[src/rtl/core/srmpu_pkg.sv]
`default_nettype none

package srmpu_pkg;

    // register window, fixed in the address map
    localparam logic [15:0] WIN_BASE = 16'hFE00;
    localparam int unsigned WIN_SIZE = 16;
    localparam logic [15:0] WIN_LAST = 16'(WIN_BASE + WIN_SIZE - 1);

    // permission bits
    localparam logic [2:0] PR_READ  = 3'b001;
    localparam logic [2:0] PR_WRITE = 3'b010;
    localparam logic [2:0] PR_EXEC  = 3'b100;
    localparam logic [2:0] PR_ALL   = PR_READ | PR_WRITE | PR_EXEC;

    // control register bits
    localparam int unsigned CTL_EN_BIT  = 0;
    localparam int unsigned CTL_IRQ_BIT = 1;

    // register offsets
    localparam logic [3:0] OFF_CTRL     = 4'd0;
    localparam logic [3:0] OFF_START_LO = 4'd1;
    localparam logic [3:0] OFF_START_HI = 4'd2;
    localparam logic [3:0] OFF_END_LO   = 4'd3;
    localparam logic [3:0] OFF_END_HI   = 4'd4;
    localparam logic [3:0] OFF_PERMS    = 4'd5;
    localparam logic [3:0] OFF_VADDR_LO = 4'd10;
    localparam logic [3:0] OFF_VADDR_HI = 4'd11;
    localparam logic [3:0] OFF_VKIND    = 4'd12;
    localparam logic [3:0] OFF_CLEAR    = 4'd13;

    // actions
    typedef enum logic [1:0] {
        ACT_REG_READ  = 2'd0,
        ACT_REG_WRITE = 2'd1,
        ACT_CHECK     = 2'd2
    } t_action;

    // access kinds
    localparam logic [1:0] KIND_READ  = 2'd0;
    localparam logic [1:0] KIND_WRITE = 2'd1;
    localparam logic [1:0] KIND_FETCH = 2'd2;

    // fault codes
    localparam logic [1:0] FLT_NONE  = 2'd0;
    localparam logic [1:0] FLT_READ  = 2'd1;
    localparam logic [1:0] FLT_WRITE = 2'd2;
    localparam logic [1:0] FLT_FETCH = 2'd3;

    // one input item
    typedef struct packed {
        logic [1:0]  action;
        logic [3:0]  reg_offset;
        logic [7:0]  write_data;
        logic [15:0] address;
        logic [1:0]  access_kind;
    } t_item;

    // one result item
    typedef struct packed {
        logic [7:0] read_data;
        logic       access_ok;
        logic [1:0] fault_kind;
        logic [2:0] granted_perms;
        logic       window_hit;
        logic       irq_out;
    } t_result;

endpackage

`default_nettype wire

[src/rtl/core/single_region_memory_protection_unit.sv]
// Single-region memory protection unit.
// Input stream (s_axis): one transfer per item. tuser carries the action
// (register read, register write, access check) and the access kind;
// tdata carries the register offset, the write byte and the address.
// Output stream (m_axis): exactly one result transfer per input item, in
// order. tdata carries the read byte, the pass flag, the granted
// permissions, the window-hit flag and the interrupt level; tuser carries
// the fault kind.
// The item is held in the input register and its result is loaded into the
// result register once that register has room; the result transfer is made
// from the result register. Throughput is one item per cycle while the
// receiver accepts every result; the check and the register update share a
// single level of logic between the two registers, so each item sees the
// state left by the one before it. Reset clears the core registers, the
// interrupt level and both valid flags, but not the payload registers.
// When the receiver stalls, the result register holds its item, the input
// register fills, and s_axis_tready drops until the result is taken.
`default_nettype none

module single_region_memory_protection_unit (
    input  wire logic        i_clk,
    input  wire logic        i_rst_n,
    input  wire logic        s_axis_tvalid,
    output logic             s_axis_tready,
    // [3:0] reg_offset, [11:4] write_data, [27:12] address, [31:28] zero
    input  wire logic [31:0] s_axis_tdata,
    // [1:0] action, [3:2] access_kind
    input  wire logic [3:0]  s_axis_tuser,
    output logic             m_axis_tvalid,
    input  wire logic        m_axis_tready,
    // [7:0] read_data, [8] access_ok, [11:9] granted_perms, [12] window_hit,
    // [13] irq_out, [15:14] zero
    output logic [15:0]      m_axis_tdata,
    // [1:0] fault_kind
    output logic [1:0]       m_axis_tuser
);

    srmpu_pkg::t_item   w_in_item;
    srmpu_pkg::t_item   w_cur_item;
    srmpu_pkg::t_result w_result;
    srmpu_pkg::t_result w_out_result;
    logic               w_cur_valid;
    logic               w_out_ready;
    logic               w_fire;

    // unpack the input transfer
    assign w_in_item.action      = s_axis_tuser[1:0];
    assign w_in_item.access_kind = s_axis_tuser[3:2];
    assign w_in_item.reg_offset  = s_axis_tdata[3:0];
    assign w_in_item.write_data  = s_axis_tdata[11:4];
    assign w_in_item.address     = s_axis_tdata[27:12];

    srmpu_in_stage u_in (
        .i_clk     (i_clk),
        .i_rst_n   (i_rst_n),
        .i_valid   (s_axis_tvalid),
        .o_ready   (s_axis_tready),
        .i_item    (w_in_item),
        .i_advance (w_out_ready),
        .o_valid   (w_cur_valid),
        .o_item    (w_cur_item)
    );

    // the held item is processed when the result register can take it
    assign w_fire = w_cur_valid && w_out_ready;

    srmpu_core u_core (
        .i_clk    (i_clk),
        .i_rst_n  (i_rst_n),
        .i_fire   (w_fire),
        .i_item   (w_cur_item),
        .o_result (w_result)
    );

    srmpu_out_stage u_out (
        .i_clk    (i_clk),
        .i_rst_n  (i_rst_n),
        .i_valid  (w_cur_valid),
        .o_ready  (w_out_ready),
        .i_result (w_result),
        .o_valid  (m_axis_tvalid),
        .i_ready  (m_axis_tready),
        .o_result (w_out_result)
    );

    // pack the result transfer
    assign m_axis_tdata = {2'b00,
                           w_out_result.irq_out,
                           w_out_result.window_hit,
                           w_out_result.granted_perms,
                           w_out_result.access_ok,
                           w_out_result.read_data};
    assign m_axis_tuser = w_out_result.fault_kind;

endmodule

`default_nettype wire

[src/rtl/core/srmpu_in_stage.sv]
`default_nettype none

module srmpu_in_stage (
    input  wire logic           i_clk,
    input  wire logic           i_rst_n,
    input  wire logic           i_valid,
    output logic                o_ready,
    input  wire srmpu_pkg::t_item i_item,
    input  wire logic           i_advance,
    output logic                o_valid,
    output srmpu_pkg::t_item    o_item
);

    logic             r_valid;
    srmpu_pkg::t_item r_item;
    logic             w_load;

    // the stage takes a new transfer when empty or when its item moves on
    assign o_ready = !r_valid || i_advance;
    assign w_load  = i_valid && o_ready;

    // valid flag
    always_ff @(posedge i_clk) begin
        if (!i_rst_n) begin
            r_valid <= 1'b0;
        end else if (o_ready) begin
            r_valid <= i_valid;
        end
    end

    // payload
    always_ff @(posedge i_clk) begin
        if (w_load) begin
            r_item <= i_item;
        end
    end

    assign o_valid = r_valid;
    assign o_item  = r_item;

endmodule

`default_nettype wire

[src/rtl/core/srmpu_core.sv]
`default_nettype none

module srmpu_core (
    input  wire logic             i_clk,
    input  wire logic             i_rst_n,
    input  wire logic             i_fire,
    input  wire srmpu_pkg::t_item i_item,
    output srmpu_pkg::t_result    o_result
);

    logic [7:0]  r_ctrl;
    logic [15:0] r_start;
    logic [15:0] r_end;
    logic [7:0]  r_perms;
    logic [15:0] r_vaddr;
    logic [1:0]  r_vkind;
    logic        r_irq;

    logic [7:0]  n_ctrl;
    logic [15:0] n_start;
    logic [15:0] n_end;
    logic [7:0]  n_perms;
    logic [15:0] n_vaddr;
    logic [1:0]  n_vkind;
    logic        n_irq;

    logic        w_win_hit;
    logic        w_in_region;
    logic [2:0]  w_rperms;
    logic [1:0]  w_fault;
    logic [7:0]  w_rdata;

    // address decode
    assign w_win_hit = (i_item.address >= srmpu_pkg::WIN_BASE)
                    && (i_item.address <= srmpu_pkg::WIN_LAST);
    assign w_in_region = r_ctrl[srmpu_pkg::CTL_EN_BIT]
                      && (i_item.address >= r_start)
                      && (i_item.address <= r_end);
    assign w_rperms = r_perms[2:0];

    // permission check inside the region
    always_comb begin
        w_fault = srmpu_pkg::FLT_NONE;
        case (i_item.access_kind)
            srmpu_pkg::KIND_FETCH: begin
                if ((w_rperms & srmpu_pkg::PR_EXEC) == 3'b000) w_fault = srmpu_pkg::FLT_FETCH;
            end
            srmpu_pkg::KIND_READ: begin
                if ((w_rperms & srmpu_pkg::PR_READ) == 3'b000) w_fault = srmpu_pkg::FLT_READ;
            end
            srmpu_pkg::KIND_WRITE: begin
                if ((w_rperms & srmpu_pkg::PR_WRITE) == 3'b000) w_fault = srmpu_pkg::FLT_WRITE;
            end
            default: begin
                w_fault = srmpu_pkg::FLT_NONE;
            end
        endcase
    end

    // register read mux
    always_comb begin
        case (i_item.reg_offset)
            srmpu_pkg::OFF_CTRL:     w_rdata = r_ctrl;
            srmpu_pkg::OFF_START_LO: w_rdata = r_start[7:0];
            srmpu_pkg::OFF_START_HI: w_rdata = r_start[15:8];
            srmpu_pkg::OFF_END_LO:   w_rdata = r_end[7:0];
            srmpu_pkg::OFF_END_HI:   w_rdata = r_end[15:8];
            srmpu_pkg::OFF_PERMS:    w_rdata = r_perms;
            srmpu_pkg::OFF_VADDR_LO: w_rdata = r_vaddr[7:0];
            srmpu_pkg::OFF_VADDR_HI: w_rdata = r_vaddr[15:8];
            srmpu_pkg::OFF_VKIND:    w_rdata = {6'd0, r_vkind};
            default:                 w_rdata = 8'd0;
        endcase
    end

    // next state and result
    always_comb begin
        n_ctrl   = r_ctrl;
        n_start  = r_start;
        n_end    = r_end;
        n_perms  = r_perms;
        n_vaddr  = r_vaddr;
        n_vkind  = r_vkind;
        n_irq    = r_irq;
        o_result = '0;
        case (i_item.action)
            srmpu_pkg::ACT_REG_READ: begin
                o_result.read_data = w_rdata;
            end
            srmpu_pkg::ACT_REG_WRITE: begin
                case (i_item.reg_offset)
                    srmpu_pkg::OFF_CTRL:     n_ctrl  = i_item.write_data;
                    srmpu_pkg::OFF_START_LO: n_start = {r_start[15:8], i_item.write_data};
                    srmpu_pkg::OFF_START_HI: n_start = {i_item.write_data, r_start[7:0]};
                    srmpu_pkg::OFF_END_LO:   n_end   = {r_end[15:8], i_item.write_data};
                    srmpu_pkg::OFF_END_HI:   n_end   = {i_item.write_data, r_end[7:0]};
                    srmpu_pkg::OFF_PERMS:    n_perms = i_item.write_data;
                    srmpu_pkg::OFF_CLEAR: begin
                        n_vkind = srmpu_pkg::FLT_NONE;
                        n_irq   = 1'b0;
                    end
                    default: begin
                        n_ctrl = r_ctrl;
                    end
                endcase
            end
            srmpu_pkg::ACT_CHECK: begin
                o_result.access_ok = 1'b1;
                if (w_win_hit) begin
                    o_result.granted_perms = srmpu_pkg::PR_READ | srmpu_pkg::PR_WRITE;
                    o_result.window_hit    = 1'b1;
                end else if (!w_in_region) begin
                    o_result.granted_perms = srmpu_pkg::PR_ALL;
                end else begin
                    o_result.granted_perms = w_rperms;
                    o_result.fault_kind    = w_fault;
                    if (w_fault != srmpu_pkg::FLT_NONE) begin
                        o_result.access_ok = 1'b0;
                        n_vaddr = i_item.address;
                        n_vkind = w_fault;
                        if (r_ctrl[srmpu_pkg::CTL_IRQ_BIT]) n_irq = 1'b1;
                    end
                end
            end
            default: begin
                o_result.read_data = 8'd0;
            end
        endcase
        o_result.irq_out = n_irq;
    end

    // architectural state, updated once per transfer
    always_ff @(posedge i_clk) begin
        if (!i_rst_n) begin
            r_ctrl  <= '0;
            r_start <= '0;
            r_end   <= '0;
            r_perms <= '0;
            r_vaddr <= '0;
            r_vkind <= '0;
            r_irq   <= 1'b0;
        end else if (i_fire) begin
            r_ctrl  <= n_ctrl;
            r_start <= n_start;
            r_end   <= n_end;
            r_perms <= n_perms;
            r_vaddr <= n_vaddr;
            r_vkind <= n_vkind;
            r_irq   <= n_irq;
        end
    end

endmodule

`default_nettype wire

[src/rtl/core/srmpu_out_stage.sv]
`default_nettype none

module srmpu_out_stage (
    input  wire logic               i_clk,
    input  wire logic               i_rst_n,
    input  wire logic               i_valid,
    output logic                    o_ready,
    input  wire srmpu_pkg::t_result i_result,
    output logic                    o_valid,
    input  wire logic               i_ready,
    output srmpu_pkg::t_result      o_result
);

    logic               r_valid;
    srmpu_pkg::t_result r_result;

    // room when empty or when the held result is taken this cycle
    assign o_ready = !r_valid || i_ready;

    // valid flag
    always_ff @(posedge i_clk) begin
        if (!i_rst_n) begin
            r_valid <= 1'b0;
        end else if (o_ready) begin
            r_valid <= i_valid;
        end
    end

    // payload
    always_ff @(posedge i_clk) begin
        if (i_valid && o_ready) begin
            r_result <= i_result;
        end
    end

    assign o_valid  = r_valid;
    assign o_result = r_result;

endmodule

`default_nettype wire

[config.mk]
export PLATFORM = sky130hd
export DESIGN_NAME = single_region_memory_protection_unit
export DESIGN_NICKNAME = d
export VERILOG_FILES = /design/src/rtl/core/srmpu_pkg.sv /design/src/rtl/core/single_region_memory_protection_unit.sv /design/src/rtl/core/srmpu_in_stage.sv /design/src/rtl/core/srmpu_core.sv /design/src/rtl/core/srmpu_out_stage.sv
export SDC_FILE = /design/constraint.sdc
export NUM_CORES = 1
export LEC_CHECK = 0
export BUFFER_PORTS_ARGS = -buffer_cell sky130_fd_sc_hd__buf_2
export CAP_MARGIN = 20
export CORE_MARGIN = 4
export CORE_UTILIZATION = 53
export CTS_BUF_LIST = sky130_fd_sc_hd__clkbuf_4 sky130_fd_sc_hd__clkbuf_8
export CTS_CLUSTER_DIAMETER = 50
export DETAILED_ROUTE_END_ITERATION = 10
export PLACE_DENSITY = 0.7
export SYNTH_ARGS = -nofsm -noshare
export SYNTH_HDL_FRONTEND = slang
export SYNTH_HIERARCHICAL = 1
export SYNTH_SLANG_ARGS = --single-unit
[constraint.sdc]
create_clock -name i_clk -period 5.95 [get_ports i_clk]
set_input_delay 1.19 -clock i_clk [delete_from_list [all_inputs] [get_ports i_clk]]
set_output_delay 1.19 -clock i_clk [all_outputs]
set_load 0.02 [all_outputs]
==> Word level (Yosys, flattened, before mapping) <==
Index checks and enable logic that the tools add are counted.
{ "classes": {"magnitude_cmp": 4, "eq_ne": 17, "mux": 24, "bitwise_logic": 7, "n_reduce_logical": 27} }
{ "op_table": {"columns": ["op", "count"], "rows": [
  ["8-bit case mux with 9 select lines", 1],
  ["16-bit case mux with 2 select lines", 2],
  ["4-bit == test, second input constant", 4],
  ["16-bit >= comparator", 1],
  ["16-bit >= comparator, second input constant", 1],
  ["16-bit less-or-equal comparator", 1],
  ["16-bit less-or-equal comparator, second input constant", 1],
  ["4-bit AND reduction", 4],
  ["2-bit two-way mux", 7],
  ["3-bit zero test", 3],
  ["3-bit two-way mux", 3],
  ["4-bit by 2-bit == test with 1-bit output, second input constant", 2],
  ["4-bit by 3-bit == test with 1-bit output, second input constant", 2],
  ["1-bit two-way mux", 8],
  ["1-bit inverter", 7],
  ["2-bit by 1-bit != test with 1-bit output, second input constant", 3],
  ["2-bit case mux with 3 select lines", 1],
  ["3-bit AND reduction", 2],
  ["6-bit AND reduction", 1],
  ["1-bit logical AND", 5],
  ["5-bit AND reduction", 1],
  ["2-bit by 1-bit == test with 1-bit output, second input constant", 2],
  ["2-bit == test, second input constant", 2],
  ["4-bit by 1-bit == test with 1-bit output, second input constant", 1],
  ["10 further kinds", 14]
]} }
{ "totals": {"register_bits": 117, "inputBits": 40, "out_inout_bits": 20, "wordCells": 102} }

==> Logic depth before layout (Yosys ltp) <==
Gate-level depths: netlist of the first run.
{ "logic_depth": {"word_depth": 8, "mapped_depth": 11, "ltp_nobuf": 9} }

==> Cells and area by module <==
Netlist of the first run, hierarchy kept.
{ "modules_own_cells": {"columns": ["module", "instances", "cells_each", "area_per_inst_um2", "seq_area_each_um2"], "rows": [
  ["srmpu_core", 1, 494, 4108.9, 1341.3],
  ["srmpu_in_stage", 1, 37, 1018.5, 980.9],
  ["srmpu_out_stage", 1, 21, 538.0, 500.5],
  ["single_region_memory_protection_unit", 1, 4, 25.0, 0.0]
]} }

==> Worst setup path after synthesis of the first run <==
OpenSTA, ideal clock, no wires.
{ "synth_timing": {"path_kind": "input to output", "startpoint": "in m_axis_tready", "endpoint": "out s_axis_tready", "arrival_ns": 1.500, "required_time_ns": 4.760, "path_slack_ns": 3.260, "cell_stages": 2, "path_buffers": 0, "cell_sequence": "nand2b_4 nand2b_4"} }
{ "synth_via": {"elab_chain_len": 2} }
{ "synth_rtl": {"columns": ["item", "line_no", "text"], "rows": [
  ["start, declared", "single_region_memory_protection_unit.sv:30", "input wire logic m_axis_tready,"],
  ["1-bit logical OR", "srmpu_out_stage.sv:18", "assign o_ready = !r_valid || i_ready;"],
  ["1-bit logical OR", "srmpu_in_stage.sv:19", "assign o_ready = !r_valid || i_advance;"],
  ["end, declared", "single_region_memory_protection_unit.sv:24", "output logic s_axis_tready,"]
]} }
Every way passes these cells.

==> Worst setup path in the final report of the first run <==
{ "layout_timing": {"startpoint": "reg u_in.r_item (netlist bit u_in/o_item[11])", "endpoint": "reg u_out.r_result (netlist bit u_out/o_result[2]) (data pin)"} }
{ "layout_via": {"elab_chain_len": 5} }
{ "layout_rtl": {"columns": ["item", "line_no", "text"], "rows": [
  ["start, declared", "srmpu_in_stage.sv:15", "srmpu_pkg::t_item r_item;"],
  ["start signal, assigned", "srmpu_in_stage.sv:34", "r_item <= i_item;"],
  ["16-bit >= comparator", "srmpu_core.sv:37", "&& (i_item.address >= r_start)"],
  ["1-bit logical AND", "srmpu_core.sv:37", null],
  ["1-bit logical AND", "srmpu_core.sv:38", "&& (i_item.address <= r_end);"],
  ["3-bit two-way mux", "srmpu_core.sv:112", "end else if (!w_in_region) begin"],
  ["2-bit two-way mux *", "srmpu_core.sv:109", "if (w_win_hit) begin"],
  ["end signal, assigned", "srmpu_out_stage.sv:32", "r_result <= i_result;"],
  ["end, declared", "srmpu_out_stage.sv:15", "srmpu_pkg::t_result r_result;"]
]} }
Every way passes the cells marked *; elsewhere a longest branch is shown, timed or not.
A chain may end at the register's enable or synchronous reset.

==> metrics.md, run 1 <==
| Metric | Value |
|---|---|
| Status | finished clean |
| Mapped cell area | roughly 5700 sq um |
| Vias post-DR | between 4k and 5k |
| Post-CTS setup buffers | 0 |
| Primary FF master, synth | dfxtp_1 |
| Largest cells by area after synthesis | edfxtp_1, dfxtp_1, ha_1 |
| ANT nets after route | 0 |
| Hold path start | u_core/r_start[4] |
| Die area | ~12000 sq um |
| Final hold vios | 0 |
| Crit path DAT | roughly 3.4 ns |
| Delay-heaviest family, CP | compound AO/OA/AOI/OAI gates |
| Num rows | 37 |
| Worst slew margin | approximately 36% |
| Root Buffer | clkbuf_8 |
| WL final | 14.8 mm |
| Sink Count | between 100 and 150 |
| DR WL/cell | a little under 20 um |
| Vias/cell | 5.98 |
| GR Util All Layers | between 20 and 25% |
| Net Sw Power | 0.421 mW |
| Fin crit period | approximately 3.2 ns |
| CP peak stage delay | 0.80 ns |
| Post-synth top area share | between 20% and 30% |
| Post-synth EDFFs | 48 |
| Initial DRC count | about 440 |
| Crit path cell chain | ha_1 > a21o_1 > nand3_1 > a21oi_1 > a211oi_1 > o2111a_1 > nand2_1 > o21a_1 |
| Setup TNS Final | 0 ns |
| Diodes inserted | 0 |
| Core area | 10400 sq um |
| HPWL after DPL | between 10 and 15 mm |
| Library cells used by synthesis | 62 |
| Post-layout util | between 60% and 70% |
| Yosys warns | 6 |
| Required @ worst endpoint | between 6 and 7 ns |
| Pin count of the biggest net entering global routing | 65 |
| Inst Count DP | 718 |
| Mapped Cells | between 500 and 600 |
| CP Buf/Inv Count | 0 |
| Worst-Margin Slew | 0.957 ns |
| Setup crit end kind | register |
| Share of the clock period used by the worst path | 54.4% |
| Flops & latches, synth | 117 |
| Post-Synth Simple-Gate Area | 15.6% |
| Hold Buf Count CTS | 0 |
| Pwr Total | between 1.5 and 2 mW |
| Compound-Gate Fraction of Synth Area | between 10 and 15% |
| Initial antenna violation count | 0 |
| Max Fclk | 309 MHz |
| Register area share after synthesis | 49.6% |
| Synth-to-Final Area Change | 12.5% |
| Worst-path clk slew | around 0.08 ns |
| Max VDD drop | roughly 0.18 mV |
| Clock skew | 0.0153 ns |
| Crit start category | register |
| Combinational share of power | 6.1% |
| Clock Tree Buf Depth | 2 |
| Int Power | 1.31 mW |
| Layout cells sized above 1 | 16.3% |
| TritonCTS clock tree | yes |
| Mux share of post-synthesis cell area | ~7.6% |
| Vias in the first global route | roughly 4.3k |
| CP Max Fanout | 20 |
| Cts bufs inserted | 17 |
| Synthesized-area fraction occupied by adder cells | a little under 8% |
| Async SR Flop Fraction | 0% |
| Initial cell density of the core | 54.9% |
| H-tree depth | 4 |
| Reg2reg start | u_in/o_item[11] |
| Flop pwr share | roughly half |
| Mean Syn Cell Area | between 10 and 15 sq um |
| Worst-Skew Late Latency | around 0.44 ns |
| Post-route insts no fill | approximately 750 |
| Main combinational cell family by area after synthesis | simple AND/OR/NAND/NOR gates |
| Port bufs | 53 |
| Min-delay worst type | reg -> reg |
| Gpl congestion | ~0.97 |
| Crit path kind | reg -> reg |
| Slowest-stage cell, CP | o2111a_1 |
| XOR/XNOR share of the synthesized area | 0% |
| Die Wd | 112 um |
| Synth area leader | edfxtp_1 |
| Switching share of power | between 20% and 30% |
| First-pass GRT wire length | 23.3 mm |
| Total grt overflow | 0 |
| Power per cell area | between 200 and 300 nW/um^2 |
| Die Ht | roughly 110 um |
| RSZ-0062 raised after global routing | no |
| Maxcap violations | 0 |
| Post-route DRC | 0 |
| Drt first pass iters | 6 |
| Max Slew Vio Count | 0 |
| CTS resizes | 0 |
| Setup-failing EPs final | 0 |
| Leakage power | about 2.2 nW |
| Critical Path Start | u_in/o_item[11] |
| Clock power frac | between 40% and 50% |
| Num ports | 60 |
| Layout Nets | between 600 and 700 |
==> logic make-up (layout without fill, tap and decap cells) <==
group           count (synthesis)  in the layout
compound gates                125            125
fa+ha+maj                      35             35
buf+inv                        66            124
flops                         117            117
mux                            43             43
other cells                     1              2
simple gates                  169            169
==> state kept, by name, summed over array words and instances, names as in the netlist <==
| signal | count |
|---|---|
| u_out/o_result | 16 |
| u_core/r_perms | 8 |
| u_core/r_irq | 1 |
| u_core/r_vaddr | 16 |
| u_in/o_valid | 1 |
| u_core/r_ctrl | 8 |
| u_in/o_item | 32 |
| u_out/o_valid | 1 |
| u_core/r_end | 16 |
| u_core/r_start | 16 |
| u_core/r_vkind | 2 |
==> cell usage in the layout (no fill, tap or decap), drive strengths merged, types with 5 or more instances in the layout <==
cell / netlist / routed
nor2: 52 / 52
dfxtp: 69 / 69
clkbuf: 14 / 18
o21ai: 30 / 30
a21oi: 39 / 39
nor2b: 8 / 8
inv: 38 / 38
nand2: 38 / 38
ha: 35 / 35
nand4: 6 / 6
nand3: 35 / 35
a31oi: 8 / 8
a222oi: 7 / 7
clkinv: 0 / 8
a22oi: 5 / 5
mux2i: 43 / 43
and2: 5 / 5
edfxtp: 48 / 48
buf: 14 / 54
and3: 5 / 5
==> layout make-up <==
class	instances	area (sq um)
repair buffers	54	285
inverters	38	143
clock inverters	14	161
fillers	903	3970
flip-flops and latches	117	2820
clock buffers	18	241
multi-input cells	374	2580
well taps	136	170
==> synthesized netlist by cell type, types with 8 or more instances <==
library cell   n
nand2_1       38
nor2_1        50
a21oi_1       39
ha_1          35
mux2i_1       43
nand3_1       35
dfxtp_1       69
clkbuf_1      14
o21ai_0       28
a31oi_1        8
edfxtp_1      48
inv_1         37
nor2b_1        8
==> worst reg2reg max path, cell delays in order (launching register included) <==
cell,delay (ns)
edfxtp_1,0.48
ha_1,0.35
a21o_1,0.18
nand3_1,0.08
a21oi_1,0.08
a211oi_1,0.51
o2111a_1,0.80
nand2_1,0.27
o21a_1,0.24
==> worst paths after layout <==
check | end | slack, ns | cells after the start
worst max-delay path | u_out/o_result[2] | 2.71 | 8
worst min-delay path | u_core/r_start[4] | 0.45 | 2
worst min register to register | u_core/r_start[4] | 0.45 | 2
worst max register to register | u_out/o_result[2] | 2.71 | 8
==> power by group through the flow <==
stage | Clock (mW) | Combinational [mW] | Sequential, mW
2_1_floorplan | 0 | 0.0678 | 0.893
6_report | 0.741 | 0.106 | 0.884
4_1_cts | 0.755 | 0.104 | 0.883
5_1_grt | 0.792 | 0.118 | 0.885
3_3_place_gp | 0 | 0.0997 | 0.901
3_5_place_dp | 0 | 0.103 | 0.901
==> layer usage <==
metal | track usage, % | wire (um)
met4 | 9.25 | 340
met1 | 31.2 | 6360
met2 | 38.5 | 7040
met5 | 0 | 0
met3 | 6.96 | 1050
==> stage by stage <==
step                      setup WS, ns  hold slack [ns]  instance area [sq um]
after floorplan                   3.26            0.432                   5690
after global placement            2.80            0.442                   5980
after detailed placement          2.79            0.446                   5980
after CTS                         2.77            0.456                   6380
after global routing              2.51            0.472                   6400
final                             2.71            0.455                   6400
Note: power is estimated with default switching activity, not from simulation.
==> run 2: changes to the inputs <==
Settings changed: ABC_AREA set to 1.
Clock period 5.95 ns to 3.25 ns, I/O delays scaled along.
==> run 2 against run 1 <==
Effect of this change: routed wire length decreased by 0.63%; register-to-register slack got worse by 1.9 ns; utilization increased by 0.47 points; total power increased by 95%; critical path depth increased by 6; highest routed layer unchanged; first-iteration DRC count decreased by 16%; critical endpoint is now u_core/r_vaddr[0].
==> metrics.md, run 2 <==
| Metric | Value |
|---|---|
| Die area | 12400 sq um (-0.72%) |
| Num rows | 37 (unchanged) |
| Hold Buf Count CTS | 0 (unchanged) |
| Mapped cell area | 5650 sq um (-0.77%) |
| Yosys warns | 6 (unchanged) |
| Library cells used by synthesis | 37 (-40%) |
| XOR/XNOR share of the synthesized area | 0% (unchanged) |
| Compound-Gate Fraction of Synth Area | 16.9% (+2.5 points) |
| Clock Tree Buf Depth | 2 (unchanged) |
| Most common cell after layout, fill and taps aside | inv_1 |
| Drt first pass iters | 5 (-1) |
| Vias post-DR | 4704 (+4.8%) |
| Sink Count | 117 (unchanged) |
| Setup-failing EPs final | 0 (unchanged) |
| Main combinational cell family by area after synthesis | compound AO/OA/AOI/OAI gates |
| Final hold vios | 0 (unchanged) |
| Commonest non-fill, non-tap cells in the layout | inv_1, nand2_1, a21oi_1, dfxtp_1, nor2_1 |
| Reg2Reg Setup Slack | 0.82 ns (-1.90 ns) |
| H-tree depth | 4 (unchanged) |
| Die Wd | 111 um (-0.36%) |
| Flops & latches, synth | 117 (unchanged) |
| Inst Count DP | 823 (+15%) |
| Mux share of post-synthesis cell area | 0% (-7.6 points) |
| Post-Synth Simple-Gate Area | 15.8% (+0.21 points) |
| Port bufs | 53 (unchanged) |
| Total grt overflow | 0 (unchanged) |
| Power per cell area | 522 nW/um^2 (+93%) |
| RSZ-0062 raised after global routing | no |
| Synthesized-area fraction occupied by adder cells | 7.76% (+0.060 points) |
| Min-delay worst type | in -> reg |
| Required @ worst endpoint | 3.58 ns (-2.56 ns) |
| Layout cells sized above 1 | 16.0% (-0.27 points) |
| Worst slew margin | 47.7% (+12 points) |
| Post-route insts no fill | 855 (+14%) |
| Crit path kind | reg -> reg |
| Crit path DAT | 2.76 ns (-0.67 ns) |
| Count leader, synth | inv_1 |
| Post-route DRC | 0 (unchanged) |
| Root Buffer | clkbuf_8 |
| Initial DRC count | 367 (-16%) |
| ANT nets after route | 0 (unchanged) |
| Worst-path clk slew | 0.07 ns (about the same) |
| Post-layout util | 62.2% (+0.47 points) |
| Crit start category | register |
| Synth-to-Final Area Change | 14.2% |
| Initial cell density of the core | 54.5% (-0.42 points) |
| Max VDD drop | 0.367 mV (+110%) |
| Max FFs per register | 32 (unchanged) |
| Primary FF master, synth | dfxtp_1 |
| Cts bufs inserted | 17 (unchanged) |
| GR Util All Layers | 24.9% (+0.75 points) |
| Max Fclk | 411 MHz (+33%) |
| Initial antenna violation count | 0 (unchanged) |
| Max Slew Vio Count | 0 (unchanged) |
| Gpl congestion | 0.895 (-7.9%) |
| TritonCTS clock tree | yes |
| Async SR Flop Fraction | 0% (unchanged) |
| Leakage power | 2.71 nW (+21%) |
| CTS resizes | 0 (unchanged) |
| Maxcap violations | 0 (unchanged) |
| WL final | 14.7 mm (-0.63%) |
| Status | finished clean |
| DR WL/cell | 17.2 um (-13%) |
| First-pass GRT wire length | 23.6 mm (+1.2%) |
| Core area | 10400 sq um (unchanged) |
| CP Max Fanout | 32 (+60%) |
| Register area share after synthesis | 50.0% (+0.38 points) |
| Post-CTS setup buffers | 0 (unchanged) |
| Setup TNS Final | 0 ns (unchanged) |
| Vias/cell | 5.50 (-7.9%) |
| Post-synth top area share | 25.5% (+0.20 points) |
| Synth area leader | edfxtp_1 |
| Pin count of the biggest net entering global routing | 45 (-31%) |
| Setup crit end kind | register |
| Layout Nets | 781 (+15%) |
| Post-synth top cells | inv_1, nand2_1, a21oi_1 |
| Post-synth EDFFs | 48 (unchanged) |
| Die Ht | 111 um (-0.36%) |
| Vias in the first global route | 4530 (+4.9%) |
| Mean Syn Cell Area | 8.63 sq um (-16%) |
| Fin crit period | 2.43 ns (-0.801 ns) |
| Diodes inserted | 0 (unchanged) |
| Clock skew | 0.0116 ns (-0.00374 ns) |
| Largest cells by area after synthesis | edfxtp_1, dfxtp_1, ha_1 |
| Num ports | 60 (unchanged) |
| HPWL after DPL | 10.8 mm (+3.6%) |
| Worst-Skew Late Latency | 0.44 ns (about the same) |
| Mapped Cells | 654 (+18%) |
| Share of the clock period used by the worst path | 74.9% (+21 points) |
| Worst-Margin Slew | 0.783 ns (-0.174 ns) |
## run 2: worst paths after layout
check               startpoint  depth (start not counted)           endpoint
max reg2reg     u_in/o_item[9]                         14  u_core/r_vaddr[0]
max             u_in/o_item[9]                         14  u_core/r_vaddr[0]
min           s_axis_tdata[27]                          1    u_in/o_item[17]
min reg2reg  u_core/r_perms[5]                          2  u_core/r_perms[5]
## run 2: report_power, final
part | total, mW | internal, mW | leakage [nW] | switching [mW]
sequential | 1.61 | 1.57 | 1.02 | 0.0408
combinational | 0.211 | 0.0714 | 1.45 | 0.140
clock | 1.55 | 0.976 | 0.236 | 0.569
## run 2: critical path, cell delays in order (launching register included)
cell,delay [ns]
edfxtp_1,0.50
ha_1,0.35
nand2_1,0.06
inv_2,0.05
nand2_1,0.05
nor2_1,0.11
nor2_1,0.05
nand2_1,0.11
nand2_1,0.10
a21oi_4,0.20
nand2_4,0.09
nor2_4,0.11
nand2_4,0.23
nor2_1,0.24
nor2_1,0.07
## run 2: metrics by stage
step / hold slack (ns) / power, mW / cell area [sq um] / setup WS, ns
floorplan: 0.430 / 1.77 / 5650 / 0.448
global placement: 0.444 / 1.84 / 5990 / 0.858
detailed placement: 0.453 / 1.85 / 5990 / 0.767
CTS: 0.359 / 3.38 / 6450 / 0.788
global route: 0.336 / 3.51 / 6450 / 0.594
finish: 0.380 / 3.37 / 6450 / 0.815
## run 2: per-layer routing
metal / routed length (um) / part of all wire, % / track usage [%]
met4: 533 / 3.6 / 10.5
met2: 7010 / 48 / 41.0
met1: 6050 / 41 / 30.9
met3: 1100 / 7.5 / 6.60
met5: 0 / 0 / 0
## run 2: cell type report
| class | count | area [sq um] |
|---|---|---|
| clock buffer | 23 | 285 |
| fill | 922 | 3920 |
| sequential | 117 | 2820 |
| multi-input combinational | 406 | 2300 |
| inverter | 108 | 405 |
| tap | 136 | 170 |
| clock inverter | 9 | 178 |
| timing repair buffer | 56 | 288 |
## run 2: logic make-up (layout without fill, tap and decap cells)
family,count (synthesis),in the layout
and+or+nand+nor,203,203
AOI/OAI and AO/OA,166,166
buffers and inverters,132,196
adders and majority gates,35,35
other,1,2
DFF,117,117
==> run 3: changes to the inputs <==
Settings changed: ABC_AREA 1 to 0.
Clock period 3.25 ns to 2.4 ns, I/O delays scaled along.
==> run 3 against run 2 <==
Effect of this change: the flow now finishes with violations (negative setup slack); critical path depth down 4; sequential power is 35% higher; hold slack got worse by 0.20 ns; cell count is 5.3% lower; via count is 1.6% higher; count of clock-buffer cells in the layout shrank 6; first-iteration DRC count up 17%; register-to-register slack worse by 0.83 ns; total power rose by 28%; largest power group unchanged; sequential cell count stayed put; clock power rose by 15%.
==> metrics.md, run 3 (synthesis gave the netlist of run 1 again) <==
| Metric | Value |
|---|---|
| Worst-path clk slew | 0.08 ns (about the same) |
| Final WS setup | -0.00983 ns (-0.825 ns) |
| Die Ht | 112 um (+0.36%) |
| Post-route DRC | 0 (unchanged) |
| Crit path kind | reg -> reg |
| Setup TNS Final | -0.00983 ns (-0.00983 ns) |
| Fillers | 817 (-11%) |
| Worst slew margin | 59.7% (+12 points) |
| Initial antenna violation count | 0 (unchanged) |
| Num rows | 37 (unchanged) |
| Worst-Margin Slew | 0.603 ns (-0.180 ns) |
| Die Wd | 112 um (+0.36%) |
| Root Buffer | clkbuf_8 |
| CP Max Fanout | 16 (-50%) |
| Gpl congestion | 0.964 (+7.7%) |
| Initial cell density of the core | 54.9% (+0.42 points) |
| DR WL/cell | 19.8 um (+15%) |
| Worst-Skew Late Latency | 0.46 ns (+0.02 ns) |
| Hold Path Stages | 1 (unchanged) |
| Max Fclk | 415 MHz (+1.0%) |
| Cts bufs inserted | 17 (unchanged) |
| H-tree depth | 4 (unchanged) |
| Vias/cell | 5.90 (+7.3%) |
| Sink Count | 117 (unchanged) |
| Final hold vios | 0 (unchanged) |
| Inst Count DP | 773 (-6.1%) |
| Failing checks | negative setup slack |
| Leakage power | 2.55 nW (-6.0%) |
| Setup crit end kind | register |
| R2R cell count | 10 (-4) |
| Port bufs | 53 (unchanged) |
| Setup-failing EPs final | 1 (+1) |
| Clock skew | 0.0146 ns (+0.00300 ns) |
| Pin count of the biggest net entering global routing | 37 (-18%) |
| Initial DRC count | 428 (+17%) |
| Crit start category | register |
| Vias post-DR | 4781 (+1.6%) |
| Required @ worst endpoint | 2.72 ns (-0.86 ns) |
| Max FFs per register | 32 (unchanged) |
| Vias in the first global route | 4710 (+4.0%) |
| ANT nets after route | 0 (unchanged) |
| RSZ-0062 raised after global routing | yes |
| Core area | 10400 sq um (unchanged) |
| Max Slew Vio Count | 0 (unchanged) |
| Post-route insts no fill | 810 (-5.3%) |
| First-pass GRT wire length | 25.1 mm (+6.1%) |
| Die area | 12500 sq um (+0.72%) |
| HPWL after DPL | 11.4 mm (+5.2%) |
| Drt first pass iters | 5 (unchanged) |
| Pwr Total | 4.31 mW (+28%) |
| Most common cell after layout, fill and taps aside | dfxtp_1 |
| Num ports | 60 (unchanged) |
| Synth-to-Final Area Change | 22.4% |
| Layout cells sized above 1 | 25.8% (+9.8 points) |
| Total grt overflow | 0 (unchanged) |
| Power per cell area | 618 nW/um^2 (+18%) |
| Share of the clock period used by the worst path | 100% (+26 points) |
| Hold Buf Count CTS | 0 (unchanged) |
| Commonest non-fill, non-tap cells in the layout | dfxtp_1, buf_4, buf_2, nor2_1, edfxtp_1 |
| Crit path DAT | 2.72 ns (-0.04 ns) |
| Post-layout util | 67.2% (+5.0 points) |
| TritonCTS clock tree | yes |
| Diodes inserted | 0 (unchanged) |
| Maxcap violations | 0 (unchanged) |
| Fin crit period | 2.41 ns (-0.0247 ns) |
| Max VDD drop | 0.676 mV (+84%) |
| Layout Nets | 736 (-5.8%) |
| GR Util All Layers | 26.4% (+1.5 points) |
| Min-delay worst type | in -> reg |
| Clock Tree Buf Depth | 2 (unchanged) |
| WL final | 16.1 mm (+9.4%) |
| DP Worst Slack | -0.106 ns (-0.873 ns) |
| Status | finished, violations left |
==> run 3: cell count changes in the layout (fill, tap and decap cells not counted), moves of 14 or more <==
cell     before  now
nand3_1      15   34
nand2_2      14    0
buf_4         3   55
inv_1       105   37
a21oi_1      78   39
mux2i_1       0   43
nand2_1      99   37
==> run 3: worst max-delay path, cell delays in order, from the launching register on <==
cell	delay (ns)
edfxtp_1	0.45
buf_4	0.16
buf_4	0.12
buf_4	0.13
nor4b_1	0.44
nand3_2	0.32
nand2_1	0.20
nor3_4	0.04
buf_4	0.20
nand3_1	0.13
a21oi_1	0.07
==> run 3: metrics by stage <==
stage	hold slack (ns)	instance area, sq um
5_1_grt	0.163	6970
4_1_cts	0.167	6900
3_3_place_gp	0.440	6420
6_report	0.184	6970
3_5_place_dp	0.451	6420
2_1_floorplan	0.432	5690
==> run 3: cell type report <==
cell class | instances | area, sq um | area share, %
Multi-Input combinational cell | 374 | 2690 | 38.6
Clock inverter | 15 | 156 | 2.24
Clock buffer | 17 | 234 | 3.36
Inverter | 38 | 143 | 2.05
Timing Repair Buffer | 113 | 752 | 10.8
Sequential cell | 117 | 2820 | 40.5
Tap cell | 136 | 170 | 2.44
==> run 3: routing by layer <==
| metal | vias up | part of all wire (%) | global-route usage [%] |
|---|---|---|---|
| li1 | 2236 | - | - |
| met1 | 2268 | 41 | 31.9 |
| met2 | 224 | 47 | 41.5 |
| met3 | 53 | 7.7 | 7.77 |
| met4 | 0 | 4.6 | 16.2 |
| met5 | - | 0 | 0 |
==> run 3: power breakdown <==
part | leakage, nW | switching (mW) | internal [mW]
Sequential | 1.02 | 0.0569 | 2.12
Clock | 0.198 | 0.870 | 0.925
Combinational | 1.33 | 0.194 | 0.142
==> run 3: what timing repair did <==
action	4_1_cts	5_1_grt
gates cloned	0	0
endpoints found under the setup margin	24	25
resized for setup	10	14
buffers inserted	3	2
pin swaps	6	8
==> run 3: path summary, 6_finish.rpt <==
kind | endpoint | slack (ns) | from
max reg2reg | u_core/r_vaddr[8] | -0.01 | u_in/o_item[6]
min reg2reg | u_core/r_start[4] | 0.46 | u_core/r_start[4]
min | u_in/o_item[26] | 0.18 | s_axis_tdata[0]
max | u_core/r_vaddr[8] | -0.01 | u_in/o_item[6]
